File: config.mk
export PLATFORM = sky130hd
export DESIGN_NAME = xor_checked_frame_receiver
export DESIGN_NICKNAME = d
export VERILOG_FILES = /design/src/sv/xcfr_pkg.sv /design/src/sv/xcfr_in_stage.sv /design/src/sv/xcfr_frame_core.sv /design/src/sv/xcfr_out_stage.sv /design/src/sv/xor_checked_frame_receiver.sv
export SDC_FILE = /design/constraint.sdc
export NUM_CORES = 1
export LEC_CHECK = 0
export ABC_CLOCK_PERIOD_IN_PS = 9800
export BUFFER_PORTS_ARGS = -buffer_cell sky130_fd_sc_hd__buf_2
export CELL_PAD_IN_SITES_DETAIL_PLACEMENT = 0
export CELL_PAD_IN_SITES_GLOBAL_PLACEMENT = 1
export CORE_UTILIZATION = 40
export CTS_BUF_LIST = sky130_fd_sc_hd__clkbuf_4
export CTS_CLUSTER_DIAMETER = 60
export DETAILED_ROUTE_END_ITERATION = 8
export GPL_ROUTABILITY_DRIVEN = 1
export HOLD_SLACK_MARGIN = 0.1
export PLACE_DENSITY_LB_ADDON = 0.1
export SLEW_MARGIN = 20
export SYNTH_ARGS = -nofsm -noshare
export SYNTH_HDL_FRONTEND = slang
export SYNTH_SLANG_ARGS = --single-unit
File: constraint.sdc
create_clock -name aclk -period 9.8 [get_ports aclk]
set_input_delay 0.49 -clock aclk [delete_from_list [all_inputs] [get_ports aclk]]
set_output_delay 0.49 -clock aclk [all_outputs]
set_load 0.005 [all_outputs]
File: src/sv/xcfr_pkg.sv
package xcfr_pkg;

    localparam int FRAME_BYTES = 11;
    localparam logic [7:0] HEADER_RESET = 8'hA5;
    localparam logic [7:0] LEN_MAX = 8'hFF;

    localparam logic [7:0] POS_FIRST = 8'd0;
    localparam logic [7:0] POS_PITCH_LO = 8'd1;
    localparam logic [7:0] POS_PITCH_HI = 8'd4;
    localparam logic [7:0] POS_YAW_LO = 8'd5;
    localparam logic [7:0] POS_YAW_HI = 8'd8;
    localparam logic [7:0] POS_DETECTED = 8'(FRAME_BYTES - 2);
    localparam logic [7:0] POS_CHECKSUM = 8'(FRAME_BYTES - 1);
    localparam logic [7:0] FRAME_LEN = 8'(FRAME_BYTES);

    typedef enum logic [1:0] {
        STATUS_OK       = 2'd0,
        STATUS_BAD_LEN  = 2'd1,
        STATUS_BAD_HDR  = 2'd2,
        STATUS_BAD_CSUM = 2'd3
    } status_t;

    typedef struct packed {
        logic [7:0] data_byte;
        logic       last_byte;
    } byte_item_t;

    typedef struct packed {
        status_t     status;
        logic [7:0]  frame_len;
        logic [31:0] pitch_bits;
        logic [31:0] yaw_bits;
        logic [7:0]  detected;
        logic [31:0] frames_total;
        logic [31:0] frames_good;
        logic [31:0] bad_length_count;
        logic [31:0] bad_header_count;
        logic [31:0] bad_checksum_count;
    } frame_result_t;

endpackage

File: src/sv/xcfr_in_stage.sv
module xcfr_in_stage (
    input  logic                aclk,
    input  logic                aresetn,
    input  logic                in_valid,
    output logic                in_ready,
    input  xcfr_pkg::byte_item_t in_item,
    output logic                item_valid,
    output xcfr_pkg::byte_item_t item,
    input  logic                item_pop
);
    import xcfr_pkg::*;

    logic       valid_reg;
    logic       valid_next;
    byte_item_t item_reg;

    assign in_ready = !valid_reg || item_pop;
    assign item_valid = valid_reg;
    assign item = item_reg;

    always_comb begin
        if (in_valid && in_ready) begin
            valid_next = 1'b1;
        end else if (item_pop) begin
            valid_next = 1'b0;
        end else begin
            valid_next = valid_reg;
        end
    end

    always_ff @(posedge aclk) begin
        if (!aresetn) begin
            valid_reg <= 1'b0;
        end else begin
            valid_reg <= valid_next;
        end
    end

    always_ff @(posedge aclk) begin
        if (in_valid && in_ready) begin
            item_reg <= in_item;
        end
    end

endmodule

File: src/sv/xcfr_frame_core.sv
module xcfr_frame_core (
    input  logic                   aclk,
    input  logic                   aresetn,
    input  logic [7:0]             header_value,
    input  logic                   item_valid,
    input  xcfr_pkg::byte_item_t   item,
    output logic                   item_pop,
    input  logic                   result_free,
    output logic                   result_valid,
    output xcfr_pkg::frame_result_t result
);
    import xcfr_pkg::*;

    logic [7:0]  pos_reg, pos_next;
    logic [7:0]  xor_reg, xor_next;
    logic [7:0]  first_reg, first_next;
    logic [31:0] pitch_reg, pitch_next;
    logic [31:0] yaw_reg, yaw_next;
    logic [7:0]  det_reg, det_next;
    logic [7:0]  csum_reg, csum_next;
    logic [31:0] good_pitch_reg, good_pitch_next;
    logic [31:0] good_yaw_reg, good_yaw_next;
    logic [7:0]  good_det_reg, good_det_next;
    logic [31:0] total_reg, total_next;
    logic [31:0] good_reg, good_next;
    logic [31:0] bad_len_reg, bad_len_next;
    logic [31:0] bad_hdr_reg, bad_hdr_next;
    logic [31:0] bad_csum_reg, bad_csum_next;
    logic [7:0]  len;
    status_t     status;
    logic        frame_end;

    assign item_pop = item_valid && (!item.last_byte || result_free);
    assign frame_end = item_pop && item.last_byte;
    assign result_valid = frame_end;
    assign len = (pos_reg == LEN_MAX) ? LEN_MAX : pos_reg + 8'd1;

    always_comb begin
        first_next = first_reg;
        pitch_next = pitch_reg;
        yaw_next = yaw_reg;
        det_next = det_reg;
        csum_next = csum_reg;
        xor_next = xor_reg;
        if (pos_reg == POS_FIRST) begin
            first_next = item.data_byte;
        end else if (pos_reg inside {[POS_PITCH_LO:POS_PITCH_HI]}) begin
            pitch_next = {item.data_byte, pitch_reg[31:8]};
        end else if (pos_reg inside {[POS_YAW_LO:POS_YAW_HI]}) begin
            yaw_next = {item.data_byte, yaw_reg[31:8]};
        end else if (pos_reg == POS_DETECTED) begin
            det_next = item.data_byte;
        end else if (pos_reg == POS_CHECKSUM) begin
            csum_next = item.data_byte;
        end
        if (pos_reg inside {[POS_PITCH_LO:POS_DETECTED]}) begin
            xor_next = xor_reg ^ item.data_byte;
        end

        if (len != FRAME_LEN) begin
            status = STATUS_BAD_LEN;
        end else if (first_next != header_value) begin
            status = STATUS_BAD_HDR;
        end else if (xor_next != csum_next) begin
            status = STATUS_BAD_CSUM;
        end else begin
            status = STATUS_OK;
        end

        total_next = total_reg + 32'd1;
        good_next = good_reg;
        bad_len_next = bad_len_reg;
        bad_hdr_next = bad_hdr_reg;
        bad_csum_next = bad_csum_reg;
        good_pitch_next = good_pitch_reg;
        good_yaw_next = good_yaw_reg;
        good_det_next = good_det_reg;
        case (status)
            STATUS_OK: begin
                good_next = good_reg + 32'd1;
                good_pitch_next = pitch_next;
                good_yaw_next = yaw_next;
                good_det_next = det_next;
            end
            STATUS_BAD_LEN: begin
                bad_len_next = bad_len_reg + 32'd1;
            end
            STATUS_BAD_HDR: begin
                bad_hdr_next = bad_hdr_reg + 32'd1;
            end
            STATUS_BAD_CSUM: begin
                bad_csum_next = bad_csum_reg + 32'd1;
            end
            default: begin
                bad_len_next = bad_len_reg;
            end
        endcase

        pos_next = len;
    end

    always_comb begin
        result.status = status;
        result.frame_len = len;
        result.pitch_bits = good_pitch_next;
        result.yaw_bits = good_yaw_next;
        result.detected = good_det_next;
        result.frames_total = total_next;
        result.frames_good = good_next;
        result.bad_length_count = bad_len_next;
        result.bad_header_count = bad_hdr_next;
        result.bad_checksum_count = bad_csum_next;
    end

    always_ff @(posedge aclk) begin
        if (!aresetn) begin
            pos_reg <= '0;
            xor_reg <= '0;
            first_reg <= '0;
            pitch_reg <= '0;
            yaw_reg <= '0;
            det_reg <= '0;
            csum_reg <= '0;
            good_pitch_reg <= '0;
            good_yaw_reg <= '0;
            good_det_reg <= '0;
            total_reg <= '0;
            good_reg <= '0;
            bad_len_reg <= '0;
            bad_hdr_reg <= '0;
            bad_csum_reg <= '0;
        end else if (frame_end) begin
            pos_reg <= '0;
            xor_reg <= '0;
            first_reg <= '0;
            pitch_reg <= '0;
            yaw_reg <= '0;
            det_reg <= '0;
            csum_reg <= '0;
            good_pitch_reg <= good_pitch_next;
            good_yaw_reg <= good_yaw_next;
            good_det_reg <= good_det_next;
            total_reg <= total_next;
            good_reg <= good_next;
            bad_len_reg <= bad_len_next;
            bad_hdr_reg <= bad_hdr_next;
            bad_csum_reg <= bad_csum_next;
        end else if (item_pop) begin
            pos_reg <= pos_next;
            xor_reg <= xor_next;
            first_reg <= first_next;
            pitch_reg <= pitch_next;
            yaw_reg <= yaw_next;
            det_reg <= det_next;
            csum_reg <= csum_next;
        end
    end

endmodule

File: src/sv/xcfr_out_stage.sv
module xcfr_out_stage (
    input  logic                    aclk,
    input  logic                    aresetn,
    input  logic                    result_valid,
    input  xcfr_pkg::frame_result_t result,
    output logic                    result_free,
    output logic                    out_valid,
    input  logic                    out_ready,
    output xcfr_pkg::frame_result_t out_result
);
    import xcfr_pkg::*;

    logic          valid_reg;
    logic          valid_next;
    frame_result_t result_reg;

    assign result_free = !valid_reg || out_ready;
    assign out_valid = valid_reg;
    assign out_result = result_reg;

    always_comb begin
        if (result_valid) begin
            valid_next = 1'b1;
        end else if (out_ready) begin
            valid_next = 1'b0;
        end else begin
            valid_next = valid_reg;
        end
    end

    always_ff @(posedge aclk) begin
        if (!aresetn) begin
            valid_reg <= 1'b0;
        end else begin
            valid_reg <= valid_next;
        end
    end

    always_ff @(posedge aclk) begin
        if (result_valid) begin
            result_reg <= result;
        end
    end

endmodule

File: src/sv/xor_checked_frame_receiver.sv
// Receives packets one byte per request on the s_ channel, with s_last_byte on the final byte,
// and delivers one status request per packet on the m_ channel: the status of the length,
// header and XOR checks, the packet length (saturating at 255), the pitch, yaw and detected
// fields of the last good frame, and five wrapping 32-bit packet counters. A byte is taken
// every cycle while the input does not stall; it passes an input register and is then folded
// into the packet state, and on the last byte the edge that folds it also loads the result
// into the output register, so a result passes both registers after its last byte is accepted.
// Input stalls only when the output register is held by m_ready low and a last byte needs it.
// The expected header byte is written through the cfg_ port (reset 0xA5) and should only be
// changed while no packet is in progress.
module xor_checked_frame_receiver (
    input  logic        aclk,
    input  logic        aresetn,
    input  logic        cfg_valid,
    output logic        cfg_ready,
    input  logic [7:0]  cfg_data,
    input  logic        s_valid,
    output logic        s_ready,
    input  logic [7:0]  s_data_byte,
    input  logic        s_last_byte,
    output logic        m_valid,
    input  logic        m_ready,
    output logic [1:0]  m_status,
    output logic [7:0]  m_frame_len,
    output logic [31:0] m_pitch_bits,
    output logic [31:0] m_yaw_bits,
    output logic [7:0]  m_detected,
    output logic [31:0] m_frames_total,
    output logic [31:0] m_frames_good,
    output logic [31:0] m_bad_length_count,
    output logic [31:0] m_bad_header_count,
    output logic [31:0] m_bad_checksum_count
);
    import xcfr_pkg::*;

    logic          header_write;
    logic [7:0]    header_value_reg;
    byte_item_t    in_item;
    byte_item_t    item;
    logic          item_valid;
    logic          item_pop;
    logic          result_free;
    logic          result_valid;
    frame_result_t result;
    frame_result_t out_result;

    assign header_write = cfg_valid;
    assign cfg_ready = 1'b1;

    always_ff @(posedge aclk) begin
        if (!aresetn) begin
            header_value_reg <= HEADER_RESET;
        end else if (header_write) begin
            header_value_reg <= cfg_data;
        end
    end

    assign in_item.data_byte = s_data_byte;
    assign in_item.last_byte = s_last_byte;

    xcfr_in_stage u_in_stage (
        .aclk       (aclk),
        .aresetn    (aresetn),
        .in_valid   (s_valid),
        .in_ready   (s_ready),
        .in_item    (in_item),
        .item_valid (item_valid),
        .item       (item),
        .item_pop   (item_pop)
    );

    xcfr_frame_core u_frame_core (
        .aclk         (aclk),
        .aresetn      (aresetn),
        .header_value (header_value_reg),
        .item_valid   (item_valid),
        .item         (item),
        .item_pop     (item_pop),
        .result_free  (result_free),
        .result_valid (result_valid),
        .result       (result)
    );

    xcfr_out_stage u_out_stage (
        .aclk         (aclk),
        .aresetn      (aresetn),
        .result_valid (result_valid),
        .result       (result),
        .result_free  (result_free),
        .out_valid    (m_valid),
        .out_ready    (m_ready),
        .out_result   (out_result)
    );

    assign m_status = out_result.status;
    assign m_frame_len = out_result.frame_len;
    assign m_pitch_bits = out_result.pitch_bits;
    assign m_yaw_bits = out_result.yaw_bits;
    assign m_detected = out_result.detected;
    assign m_frames_total = out_result.frames_total;
    assign m_frames_good = out_result.frames_good;
    assign m_bad_length_count = out_result.bad_length_count;
    assign m_bad_header_count = out_result.bad_header_count;
    assign m_bad_checksum_count = out_result.bad_checksum_count;

endmodule

Yosys cells after proc, flatten, opt, wreduce, memory -nomap -nowiden. Index checks and enable logic that the tools add are counted.

Bitwise operators: 2. Add/subtract/negate cells: 6. $mul: 0. Shift-type cells: 0. Mux-type cells: 31. Reductions and logical operators: 17. Divide/modulo/power cells: 0. $lt $le $gt $ge: 5. Equality and inequality tests: 9.

Operator list (count): 32-bit two-way mux (11); 32-bit by 1-bit adder with 32-bit output, second input constant (5); 8-bit two-way mux (13); 8-bit by 4-bit == test with 1-bit output, second input constant (2); 8-bit by 4-bit less-or-equal comparator with 1-bit output, second input constant (2); 8-bit inequality test (2); 8-bit by 1-bit adder with 8-bit output, second input constant (1); 8-bit == test, second input constant (1); 8-bit by 1-bit >= comparator with 1-bit output, second input constant (1); 8-bit by 3-bit >= comparator with 1-bit output, second input constant (1); 8-bit by 3-bit less-or-equal comparator with 1-bit output, second input constant (1); 8-bit logical NOT (1); 8-bit by 4-bit inequality test with 1-bit output, second input constant (1); 8-bit XOR (1); 1-bit logical AND (6); 2-bit two-way mux (3); 2-bit == test, second input constant (2); 1-bit two-way mux (4); 2-bit nonzero test (2); 1-bit logical NOT (3); 1-bit logical OR (3); 2-bit by 1-bit == test with 1-bit output, second input constant (1); 2-bit logical NOT (1); 2-bit OR reduction (1); 1-bit inverter (1).

Output and inout port bits: 245. ROM bits: 0. Memories kept: 0. Register bits: 597. Latch bits: 0. RAM bits: 0. Word-level logic and storage cells: 100. Bits of input ports: 22.

Longest topological paths before layout. Gate-level depths: netlist of run 1.

Depth in word-level cells: 12. Mapped depth: 16. Mapped depth without buffers: 10.

By module. A second synthesis of run 1 with hierarchy kept.

Cells, all modules: 2744. Area total of the unflattened synthesis: 26813.2 sq um.

By module, submodules not included: xcfr_frame_core (times used 1, cells an instance 2457, sequential area each 6726.5 sq um, area an instance 18866.8 sq um); xcfr_out_stage (times used 1, cells an instance 246, sequential area each 7287.0 sq um, area an instance 7315.8 sq um); xcfr_in_stage (times used 1, cells an instance 14, sequential area each 290.3 sq um, area an instance 327.8 sq um); xor_checked_frame_receiver (times used 1, cells an instance 27, sequential area each 160.2 sq um, area an instance 302.8 sq um).

Worst setup path after synthesis of run 1. OpenSTA, ideal clock, no wires.

Kind: input port to flip-flop. Start point: input port m_ready. End point: register u_frame_core.total_reg[17]. Slack: 1.332 ns. Stages: 7. Buffers on the path: 1. Data arrival time: 8.402 ns. Library setup time: 0.066 ns. Cell sequence: nand2b_1 > nand3_1 > inv_2 > buf_1 > nand2_1 > xor2_1 > nor2_1.

Longest elaborated chain between the ends: 4.

Ends and longest elaborated chain: start, declared (line xor_checked_frame_receiver.sv:22) `input logic m_ready,`; 1-bit logical OR (line xcfr_out_stage.sv:17) `assign result_free = !valid_reg || out_ready;`; 1-bit logical OR (line xcfr_frame_core.sv:33) `assign item_pop = item_valid && (!item.last_byte || result_free);`; 1-bit logical AND (line xcfr_frame_core.sv:33); 1-bit logical AND (line xcfr_frame_core.sv:34) `assign frame_end = item_pop && item.last_byte;`; net result_valid (line xor_checked_frame_receiver.sv:43) `logic result_valid;`; end signal, assigned (line xcfr_frame_core.sv:143) `total_reg <= total_next;`; end, declared (line xcfr_frame_core.sv:24) `logic [31:0] total_reg, total_next;`.

The timed path passes the listed nets, and every way through them passes these cells. A chain may end at the register's enable or synchronous reset.

Worst setup path in the final report of run 1.
Start point: register u_frame_core.pos_reg[4]. End point: register u_frame_core.good_yaw_reg[3].

Longest elaborated chain between the ends: 12. Elaborated cells on any way between the ends: 32. Classes of those cells: add/sub: 1; order compare: 5; eq/ne: 6; mux: 15; reduce/logical: 5.

Ends and longest elaborated chain: start, declared (line xcfr_frame_core.sv:14) `logic [7:0] pos_reg, pos_next;`; start signal, assigned (line xcfr_frame_core.sv:149) `pos_reg <= pos_next;`; parallel branches: the longest is 11 deep, another holds 8-bit by 3-bit >= comparator with 1-bit output; 32-bit two-way mux (*) (line xcfr_frame_core.sv:78) `case (status)`; end signal, assigned (line xcfr_frame_core.sv:141) `good_yaw_reg <= good_yaw_next;`; end, declared (line xcfr_frame_core.sv:22) `logic [31:0] good_yaw_reg, good_yaw_next;`.

Mark *: on every way between the ends.

==> qor.yml, run 1 <==
setup_path:
  worstPathArrival_ps: 6370
  path_cells: "nor4_4 > nand3_1 > mux2_2 > a21oi_2 > nand2_1 > nor2_4 > buf_4 > buf_4 > a21oi_1 > a311oi_1"
  startpoint_type: "flip-flop"
  critPathTopFamily: "simple AND/OR/NAND/NOR gates"
  cpMaxStageDelayCell: "nor4_4"
  worstSetupEndpointType: "flip-flop"
  crit_path_frequent_cell: "buf_4"
  cp_num_buf_inv: 2
  critical_path_required_ps: 10660
  cp_slowest_stage_delay_ps: 900
  path_max_fanout: 94
  critPathKind: "flip-flop to flip-flop"
cells_and_area:
  final_nets: 3110
  largest_register_ffs: 242
  syn2layout_area_growth_pct: 16.4
  drive_gt1_frac: 0.190
  fin_area_um2: 31500
clock_network:
  cts_buffers: 165
  cts_hold_buffers: 31
  postCtsSetupBuffers: 0
  root_buffer: "clkbuf_4"
  cts_sinks: 597
  clock_latency_ps: 970
  cts_tree: "built"
  clkTransAtPathRegs_ps: 60
  clockBufferDepth: 3
  cts-htree-levels: 4
  cts_resized: 0
drt:
  drcViolationCount: 0
  wl_per_cell_um: 17.9
  wl_met2_mm: 34.5
  finalWirelength_mm: 73.4
  wl_met1_mm: 33.3
  drtIter0Drc: 1527
  viasPerCell: 5.31
  ant_nets: 0
  wl_met3_mm: 3.81
  first_pass_iters: 5
  top_layer: "met4"
  via_count: 21700
floorplanning:
  die-area_um2: 68800
  start_util: 0.404
  die_y_um: 262
  num_rows: 95
  io-pin-count: 267
  fp.dieW_um: 262
  core_area_um2: 67000
grt:
  gr-total-overflow: 0
  grt_max_degree: 105
  grt_first_pass_wirelength_mm: 116
  grt_usage: 0.210
  antenna_found_initial: 2
  grt_pass1_vias: 20900
yosys:
  ys.flop_type: "dfxtp_1"
  ys_warn_count: 0
  synth-adder-area-share: 0.00462
  syn-num-nets: 2810
  synth_area_per_cell_um2: 9.75
  synth_edf_count: 251
  ys_types: 75
  synth_cells: 2778
  synthXorXnorAreaFrac: 0.0802
  synthMuxAreaShare: 0.0387
  synthSimpleGateAreaFrac: 0.191
  ys_seq_area_frac: 0.534
  syn_area_um2: 27100
  ys_async_sr_fraction: 0
  synth_compound_area_frac: 0.116
  synth-seq-cells: 597
  synth_top_family_by_area: "simple AND/OR/NAND/NOR gates"
sta:
  finClkSkew_ps: 78.4
  fin_setup_tns_ps: 0
  maxSlewHeadroom: 0.261
  worstMarginPinSlew_ps: 1110
  fin_crit_sh: 0.563
  rsz0062_at_grt: "false"
  fmax_mhz: 181
  timing_hold_violations_final: 0
  setup_slack_ps: 4290
  fin_crit_ps: 5510
  drv_slew: 0
  setup_violations: 0
placement:
  dp_slack_ps: 4310
  dpl_cell_area_um2: 29000
  portBuffers: 265
  routabilityCongestion: 0.837
  hpwl_mm: 45.9
power:
  power_density_nw_per_um2: 166
  power.leakage_nw: 12.0
  ir_drop_v: 0.0000803
  totalPowerFinal_w: 0.00524
run_status:
  status: "complete, no violations"
min_path:
  min_path_type: "input port to flip-flop"
run:
  maxCapViolations: 0
## per-layer routing
| metal | global-route usage | vias up |
|---|---|---|
| met5 | 0 | - |
| met4 | 0.0771 | 0 |
| met3 | 0.0497 | 136 |
| met2 | 0.338 | 554 |
| met1 | 0.275 | 10400 |
| li1 | - | 10600 |
## report_power, final
| part | total (W) | internal, W | switching [W] |
|---|---|---|---|
| Sequential | 0.00263 | 0.00261 | 0.0000192 |
| Combinational | 0.000290 | 0.0000790 | 0.000211 |
| Clock | 0.00233 | 0.00126 | 0.00107 |
| Total | 0.00524 | 0.00394 | 0.00130 |
## final timing paths
path | start | endpoint | slack, ps | depth (start not counted)
worst max-delay path | u_frame_core.pos_reg[4]$_SDFFE_PP0P_ | u_frame_core.good_yaw_reg[3]$_SDFFE_PN0P_ | 4290 | 10
worst max register to register | u_frame_core.pos_reg[4]$_SDFFE_PP0P_ | u_frame_core.good_yaw_reg[3]$_SDFFE_PN0P_ | 4290 | 10
worst min register to register | u_frame_core.yaw_reg[14]$_SDFFE_PP0P_ | u_frame_core.yaw_reg[6]$_SDFFE_PP0P_ | 440 | 2
worst min-delay path | aresetn | header_value_reg[5]$_SDFFE_PN1P_ | 230 | 3
## logic make-up (layout without fill, tap and decap cells)
logic type / Yosys count / in the layout
other: 1 / 3
muxes: 104 / 104
xor gates and xnor gates: 248 / 248
AOI/OAI and AO/OA: 518 / 518
DFF: 597 / 597
buffers and inverters: 233 / 674
adders and majority gates: 10 / 10
and+or+nand+nor: 1067 / 1067
## Yosys cell counts, types with 48 or more instances
library cell,count,area share
a21oi_1,247,0.046
a311oi_1,73,0.024
clkbuf_1,146,0.020
dfxtp_1,346,0.26
edfxtp_1,251,0.28
mux2i_1,99,0.037
nand2_1,430,0.060
nand2b_1,48,0.011
nand3_1,86,0.016
nor2_1,192,0.027
nor3_1,59,0.011
o21ai_1,72,0.013
xnor2_1,108,0.035
xor2_1,140,0.045
## layout make-up
class	instances	area (um2)
clock buffer	266	2000
antenna	2	5.00
multi-input combinational	1948	11700
inverter	41	166
tap	873	1090
clock inverter	42	214
sequential	597	14500
fill	6371	35500
timing repair buffer	325	1850
## placed cells by master, fill, tap and decap left out, types with 48 or more instances in the layout
master    synthesis  routed
nand3_1          86      82
o21ai_1          72      72
nor2_1          192     189
xnor2_1         108     108
nand2b_1         48      48
mux2i_1          99      99
clkbuf_4          0     266
a21oi_1         247     247
a311oi_1         73      73
dfxtp_1         346     346
xor2_1          140     140
nor3_1           59      59
nand2_1         430     429
buf_2            36     265
edfxtp_1        251     251
## worst min-delay path, cell delays in order
cell and delay (ps):
buf_2 100, buf_4 380, nand2_1 140
## metrics by stage
| step | hold WS [ps] | instances | util |
|---|---|---|---|
| after global routing | 144 | 4094 | 0.470 |
| final | 233 | 4094 | 0.470 |
| after CTS | 102 | 4092 | 0.470 |
| after global placement | 442 | 3753 | 0.433 |
| after detailed placement | 448 | 3753 | 0.433 |
| after floorplan | 435 | 2778 | - |
Power figures use the tool's default switching activity.
==> inputs of run 2 (changes only) <==
--- a/config.mk
+++ b/config.mk
@@ -5,7 +5,7 @@
 export SDC_FILE = /design/constraint.sdc
 export NUM_CORES = 1
 export LEC_CHECK = 0
-export ABC_CLOCK_PERIOD_IN_PS = 9800
+export ABC_CLOCK_PERIOD_IN_PS = 4600
 export BUFFER_PORTS_ARGS = -buffer_cell sky130_fd_sc_hd__buf_2
 export CELL_PAD_IN_SITES_DETAIL_PLACEMENT = 0
 export CELL_PAD_IN_SITES_GLOBAL_PLACEMENT = 1
==> constraint.sdc (replaced) <==
create_clock -name aclk -period 4.6 [get_ports aclk]
set_input_delay 0.23 -clock aclk [delete_from_list [all_inputs] [get_ports aclk]]
set_output_delay 0.23 -clock aclk [all_outputs]
set_load 0.005 [all_outputs]
==> run 2 against run 1 <==
Effect of this change: combinational power up 140%; setup slack worse by 4000 ps; clock-buffer cell count grew 9; final area grew 2.0%; utilization rose by 0.94 points; largest cell class unchanged; largest power group unchanged; highest routed layer unchanged.
==> qor.yml, run 2 (synthesized netlist as in run 1, its figures left out) <==
run_status:
  status: "complete, no violations"
power:
  intPower_w: 0.00859  # +120%
  power.switching_w: 0.00281  # +120%
  pwr-share-clk: 0.448  # +0.004
  power_density_nw_per_um2: 355  # +110%
  p_seq_frac: 0.492  # -0.009
  ir_drop_v: 0.000184  # +130%
  power.leakage_nw: 12.2  # +2.3%
  combPwrFrac: 0.060  # +0.005
  power.share.switching: 0.247  # -0.00133
min_path:
  hold_depth: 4  # +1
  hp-start: "cfg_valid"
  hold_end: "header_value_reg[4]$_SDFFE_PN0P_"
  min_path_type: "input port to flip-flop"
drt:
  first_pass_iters: 5  # unchanged
  drcViolationCount: 0  # unchanged
  viasPerCell: 5.27  # -0.79%
  drtIter0Drc: 1244  # -19%
  wl_per_cell_um: 17.9  # -0.24%
  via_count: 21800  # +0.54%
  finalWirelength_mm: 74.2  # +1.1%
  ant_nets: 0  # unchanged
setup_path:
  r2r_start: "u_frame_core.pos_reg[0]$_SDFFE_PP0P_"
  cpMaxStageDelayCell: "or4_4"
  r2r-end: "u_out_stage.out_result[170]$_DFFE_PP_"
  worstSetupEndpointType: "flip-flop"
  startpoint_type: "flip-flop"
  cp_num_buf_inv: 1  # -1
  path_depth: 10  # unchanged
  path_cells: "ha_1 > o21bai_1 > a211oi_4 > a221oi_1 > a21oi_1 > nand4b_1 > or4_4 > buf_12 > nand2_1 > o21ai_1"
  path_max_fanout: 62  # -34%
  startpoint: "u_frame_core.pos_reg[0]$_SDFFE_PP0P_"
  worstPathArrival_ps: 4970  # -1400 ps
  critPathKind: "flip-flop to flip-flop"
  rrSetupSlack_ps: 310  # -3970 ps
  critPathTopFamily: "compound AO/OA/AOI/OAI gates"
  cp_slowest_stage_delay_ps: 840  # -60 ps
  r2r_cells: 10  # unchanged
  critical_path_required_ps: 5280  # -5380 ps
run:
  maxCapViolations: 0  # unchanged
cells_and_area:
  final_common_cell: "nand2_1"
  syn2layout_area_growth_pct: 18.7
  final_core_util: 0.480  # +0.00935
  instances_no_fill: 4149  # +1.3%
  final_cell_mix: "nand2_1 (429), dfxtp_1 (346), clkbuf_4 (275), buf_2 (265), edfxtp_1 (251)"
  fin_area_um2: 32200  # +2.0%
  final_nets: 3159  # +1.6%
  largest_register_ffs: 242  # unchanged
  drive_gt1_frac: 0.197  # +0.00639
  fillCellCount: 6375  # +0.063%
floorplanning:
  die_y_um: 262  # unchanged
  num_rows: 95  # unchanged
  start_util: 0.404  # unchanged
  die-area_um2: 68800  # unchanged
  io-pin-count: 267  # unchanged
  core_area_um2: 67000  # unchanged
  fp.dieW_um: 262  # unchanged
sta:
  fin_crit_sh: 0.932  # +0.370
  fmax_mhz: 233  # +29%
  drv_slew: 0  # unchanged
  worstMarginPinSlew_ps: 941  # -164 ps
  maxSlewHeadroom: 0.371  # +0.110
  setup_violations: 0  # unchanged
  fin_crit_ps: 4290  # -1230 ps
  timing_hold_violations_final: 0  # unchanged
  rsz0062_at_grt: "false"
  finClkSkew_ps: 67.1  # -11.3 ps
  fin_setup_tns_ps: 0  # unchanged
clock_network:
  cts_tree: "built"
  cts_buffers: 169  # +2.4%
  cts-htree-levels: 4  # unchanged
  clkTransAtPathRegs_ps: 60  # about the same
  clockBufferDepth: 3  # unchanged
  clock_latency_ps: 990  # +20 ps
  root_buffer: "clkbuf_4"
  cts_sinks: 597  # unchanged
placement:
  dpl_cell_area_um2: 29300  # +0.90%
  place_inst: 3771  # +0.48%
  portBuffers: 265  # unchanged
  hpwl_mm: 47.0  # +2.2%
  routabilityCongestion: 0.847  # +1.2%
grt:
  grt_usage: 0.211  # +0.00114
  use_met2: 0.348  # +0.0101
  antenna_found_initial: 3  # +1
  grt_first_pass_wirelength_mm: 116  # +0.64%
  grt_max_degree: 106  # +0.95%
  gr-total-overflow: 0  # unchanged
  use_met1: 0.269  # -0.00591
  globalRouteMet3Util: 0.0467  # -0.00300
  grt_pass1_vias: 21200  # +1.2%
  busiest_layer: "met2"
run 2: how the worst max path moves through the flow:
stage / endpoint / slack (ps)
6_report: u_out_stage.out_result[170]$_DFFE_PP_ / 310
5_1_grt: u_out_stage.out_result[164]$_DFFE_PP_ / 10
4_1_cts: u_out_stage.out_result[182]$_DFFE_PP_ / 170
3_5_place_dp: u_out_stage.out_result[190]$_DFFE_PP_ / 190
3_3_place_gp: u_out_stage.out_result[166]$_DFFE_PP_ / 240
2_1_floorplan: u_frame_core.total_reg[17]$_SDFFE_PN0P_ / 130
run 2: layer usage:
metal  share of wire  up-vias
li1                -    10700
met1            0.45    10500
met2            0.48      515
met3           0.045      125
met4           0.025        0
met5               0        -
run 2: through the flow:
stage          hold WS [ps]  setup WS (ps)  total power, W
6_report                260            312          0.0114
5_1_grt                 202           14.5          0.0119
4_1_cts                 105            169          0.0116
3_5_place_dp            409            191         0.00635
3_3_place_gp            409            245         0.00634
2_1_floorplan           329            129         0.00613
run 2: layout make-up:
type                       instances  area (um2)  area share
sequential                       597       14500       0.450
antenna                            4        10.0    0.000311
multi-input combinational       1949       11800       0.366
inverter                          41         166     0.00517
clock inverter                    41         231     0.00720
tap                              873        1090      0.0340
clock buffer                     275        2060      0.0642
timing repair buffer             369        2360      0.0735
run 2: what timing repair did:
item	CTS	global route
setup buffers	0	4
hold buffers	53	0
endpoints found under the hold margin	171	0
endpoints found under the setup margin	0	90
gates resized for setup	0	3
run 2: power by group through the flow:
stage                     logic (W)  clock network (W)  registers (W)
after floorplan            0.000421                  0        0.00571
after global placement     0.000623                  0        0.00572
after detailed placement   0.000629                  0        0.00572
after CTS                  0.000669            0.00531        0.00561
after global routing       0.000742            0.00559        0.00561
final                      0.000686            0.00511        0.00561
run 2: worst register-to-register path, stage by stage (launching register included):
cell      delay [ps]
dfxtp_1          500
ha_1             570
o21bai_1         270
a211oi_4         630
a221oi_1         290
a21oi_1          190
nand4b_1         190
or4_4            840
buf_12           330
nand2_1          160
o21ai_1           60
==> inputs of run 3 (changes only) <==
--- a/config.mk
+++ b/config.mk
@@ -19,4 +19,5 @@
 export SLEW_MARGIN = 20
 export SYNTH_ARGS = -nofsm -noshare
 export SYNTH_HDL_FRONTEND = slang
+export SYNTH_HIERARCHICAL = 1
 export SYNTH_SLANG_ARGS = --single-unit
==> run 3 against run 2 <==
Effect of this change: the flow now finishes with violations (design-rule violations); worst hold slack improved by 6.2 ps; sequential share of layout area grew 0.52 points; global-route usage increased by 0.58 points; area after synthesis fell by 1.0%; final area shrank 1.1%; clock power is 3% lower; fmax up 2.0%; non-clock buffer count grew 8; critical path depth stayed put; critical path type unchanged; largest cell class unchanged; largest power group unchanged; highest routed layer unchanged.
==> qor.yml, run 3 <==
power:
  intPower_w: 0.00860  # +0.15%
  power.leakage_nw: 11.1  # -9.4%
  totalPowerFinal_w: 0.0117  # +2.6%
  power_density_nw_per_um2: 368  # +3.8%
  power.share.switching: 0.265  # +0.0182
  ir_drop_v: 0.000266  # +45%
  power.switching_w: 0.00310  # +10%
  pwr-share-clk: 0.425  # -0.023
  p_seq_frac: 0.488  # -0.004
  combPwrFrac: 0.087  # +0.027
clock_network:
  clkTransAtPathRegs_ps: 70  # about the same
  clock_latency_ps: 970  # -20 ps
  cts-htree-levels: 4  # unchanged
  cts_tree: "built"
  clockBufferDepth: 3  # unchanged
  cts_sinks: 597  # unchanged
  root_buffer: "clkbuf_4"
  cts_buffers: 164  # -3.0%
yosys:
  synth_area_per_cell_um2: 9.77  # +0.20%
  ys_async_sr_fraction: 0  # unchanged
  synth_edf_count: 251  # unchanged
  ys_top_cells_by_area: "edfxtp_1 (28%), dfxtp_1 (26%), a21oi_1 (4.8%)"
  ys_types: 78  # +4.0%
  synth_common_cells: "dfxtp_1 (346), nand2_1 (318), a21oi_1 (258)"
  synth_most_common_cell: "dfxtp_1"
  synth_top_area_share: 0.281  # +0.00290
  ys_warn_count: 6  # +6
  ys_seq_area_frac: 0.539  # +0.00556
  synth-seq-cells: 597  # unchanged
  ys.flop_type: "dfxtp_1"
  syn_area_um2: 26800  # -1.0%
  synth_cells: 2744  # -1.2%
  syn-num-nets: 2775  # -1.2%
  synth_area_leader_cell: "edfxtp_1"
setup_path:
  crit_path_frequent_cell: "or4_1"
  cp_slowest_stage_delay_ps: 920  # +80 ps
  r2r_cells: 10  # unchanged
  startpoint_type: "flip-flop"
  path_cells: "inv_1 > ha_1 > and2b_1 > nand3_1 > or4_1 > a211o_1 > or4_2 > buf_4 > or4_1 > a21oi_1"
  worstPathArrival_ps: 5090  # +120 ps
  r2r_start: "u_frame_core/pos_reg[0]$_SDFFE_PP0P_"
  critical_path_required_ps: 5480  # +200 ps
  critPathKind: "flip-flop to flip-flop"
  cpMaxStageDelayCell: "or4_2"
  worstSetupEndpointType: "flip-flop"
  path_max_fanout: 53  # -15%
  rrSetupSlack_ps: 390  # +80 ps
  r2r-end: "u_frame_core/good_reg[3]$_SDFFE_PN0P_"
drt:
  first_pass_iters: 9  # +4
  finalWirelength_mm: 74.3  # +0.13%
  ant_nets: 0  # unchanged
  drcViolationCount: 24  # +24
  via_count: 21800  # -0.0092%
  viasPerCell: 5.34  # +1.4%
  drtIter0Drc: 1303  # +4.7%
  wl_per_cell_um: 18.2  # +1.5%
placement:
  routabilityCongestion: 0.805  # -5.0%
  portBuffers: 265  # unchanged
  place_inst: 3726  # -1.2%
  dp_slack_ps: 438  # +247 ps
  dpl_cell_area_um2: 29000  # -1.0%
  hpwl_mm: 46.5  # -0.94%
floorplanning:
  core_area_um2: 66100  # -1.4%
  start_util: 0.406  # +0.00153
  die_y_um: 261  # -0.51%
  io-pin-count: 267  # unchanged
  fp.dieW_um: 261  # -0.51%
  die-area_um2: 68100  # -1.0%
  num_rows: 94  # -1.1%
sta:
  fin_crit_ps: 4210  # -83.1 ps
  rsz0062_at_grt: "false"
  fin_crit_sh: 0.914  # -0.0181
  setup_slack_ps: 395  # +83.1 ps
  drv_slew: 0  # unchanged
  fmax_mhz: 238  # +2.0%
  timing_hold_violations_final: 0  # unchanged
  maxSlewHeadroom: 0.328  # -0.0425
  setup_violations: 0  # unchanged
  worstMarginPinSlew_ps: 1010  # +66.4 ps
  finClkSkew_ps: 45.7  # -21.5 ps
  fin_setup_tns_ps: 0  # unchanged
min_path:
  hold_depth: 4  # unchanged
  hp-start: "aresetn"
  hold_end: "u_frame_core/bad_hdr_reg[1]$_SDFFE_PN0P_"
  min_path_type: "input port to flip-flop"
run_status:
  status: "finished, violations left"
  violations: "design-rule violations"
cells_and_area:
  instances_no_fill: 4093  # -1.3%
  fin_area_um2: 31800  # -1.1%
  syn2layout_area_growth_pct: 18.6
  final_nets: 3117  # -1.3%
  drive_gt1_frac: 0.203  # +0.00609
  final_cell_mix: "dfxtp_1 (346), nand2_1 (313), buf_2 (265), clkbuf_4 (264), a21oi_1 (258)"
  largest_register_ffs: 242  # unchanged
  final_common_cell: "dfxtp_1"
grt:
  grt_pass1_vias: 20700  # -2.0%
  grt_max_degree: 112  # +5.7%
  grt_usage: 0.217  # +0.00578
  grt_first_pass_wirelength_mm: 116  # -0.16%
  gr-total-overflow: 0  # unchanged
  antenna_found_initial: 1  # -2
run:
  maxCapViolations: 0  # unchanged
## run 3: stage by stage
step	hold WS [ps]	util
floorplan	292	-
global placement	416	0.438
detailed placement	408	0.438
CTS	124	0.481
global route	194	0.481
finish	266	0.481
## run 3: worst max-delay path, delay by kind of cell (launching register included)
family / cells / cell delay, ps
AO/OA/AOI/OAI: 2 / 520
adder cells (fa/ha/maj): 1 / 330
buffers and inverters: 2 / 520
AND/OR/NAND/NOR: 5 / 2340
flip-flops: 1 / 380
## run 3: metal layers
| metal | wire length [um] | GRT usage | share of wire |
|---|---|---|---|
| met3 | 4270 | 0.0469 | 0.057 |
| met1 | 33700 | 0.289 | 0.45 |
| met2 | 34900 | 0.349 | 0.47 |
| met5 | 0 | 0 | 0 |
| met4 | 1410 | 0.0734 | 0.019 |
## run 3: cell type report
| type | instances | area (um2) |
|---|---|---|
| fillers | 6314 | 34300 |
| flip-flops and latches | 597 | 14500 |
| inverters | 40 | 163 |
| multi-input cells | 1906 | 11400 |
| clock inverters | 44 | 250 |
| well taps | 864 | 1080 |
| diodes | 1 | 2.50 |
| repair buffers | 377 | 2410 |
| clock buffers | 264 | 1980 |
## run 3: logic make-up after synthesis
| group | synth area share |
|---|---|
| buffers and inverters | 0.0364 |
| multiplexers | 0.0296 |
| XOR/XNOR | 0.0826 |
| adder cells (fa/ha/maj) | 0.00420 |
| AND/OR/NAND/NOR | 0.166 |
| other | 0.000140 |
| AO/OA/AOI/OAI | 0.142 |
| flip-flops | 0.539 |
## run 3: power by group through the flow
stage | Clock, W | Sequential, W | Combinational [W]
6_report | 0.00498 | 0.00571 | 0.00102
5_1_grt | 0.00546 | 0.00572 | 0.00109
4_1_cts | 0.00517 | 0.00571 | 0.00102
3_5_place_dp | 0 | 0.00583 | 0.000971
3_3_place_gp | 0 | 0.00582 | 0.000966
2_1_floorplan | 0 | 0.00581 | 0.000598
## run 3: worst max path at each step
stage / startpoint / end / slack [ps] / cells past startpoint
after global placement: u_frame_core/pos_reg[0]$_SDFFE_PP0P_ / u_frame_core/good_reg[18]$_SDFFE_PN0P_ / 520 / 10
after detailed placement: u_frame_core/pos_reg[0]$_SDFFE_PP0P_ / u_frame_core/good_reg[3]$_SDFFE_PN0P_ / 440 / 10
after CTS: u_frame_core/pos_reg[0]$_SDFFE_PP0P_ / u_frame_core/bad_csum_reg[27]$_SDFFE_PN0P_ / 400 / 11
after global routing: u_frame_core/pos_reg[0]$_SDFFE_PP0P_ / u_frame_core/good_yaw_reg[13]$_SDFFE_PN0P_ / 60 / 12
final: u_frame_core/pos_reg[0]$_SDFFE_PP0P_ / u_frame_core/good_reg[3]$_SDFFE_PN0P_ / 390 / 10
after floorplan: u_frame_core/pos_reg[0]$_SDFFE_PP0P_ / u_out_stage/out_result[111]$_DFFE_PP_ / 1170 / 13
## run 3: timing repair
item                                    in CTS  in global routing
hold buffers                                58                  0
endpoints found under the hold margin       65                  0
setup buffers                                0                  0
endpoints found under the setup margin       0                  0
gates resized for setup                      0                  0
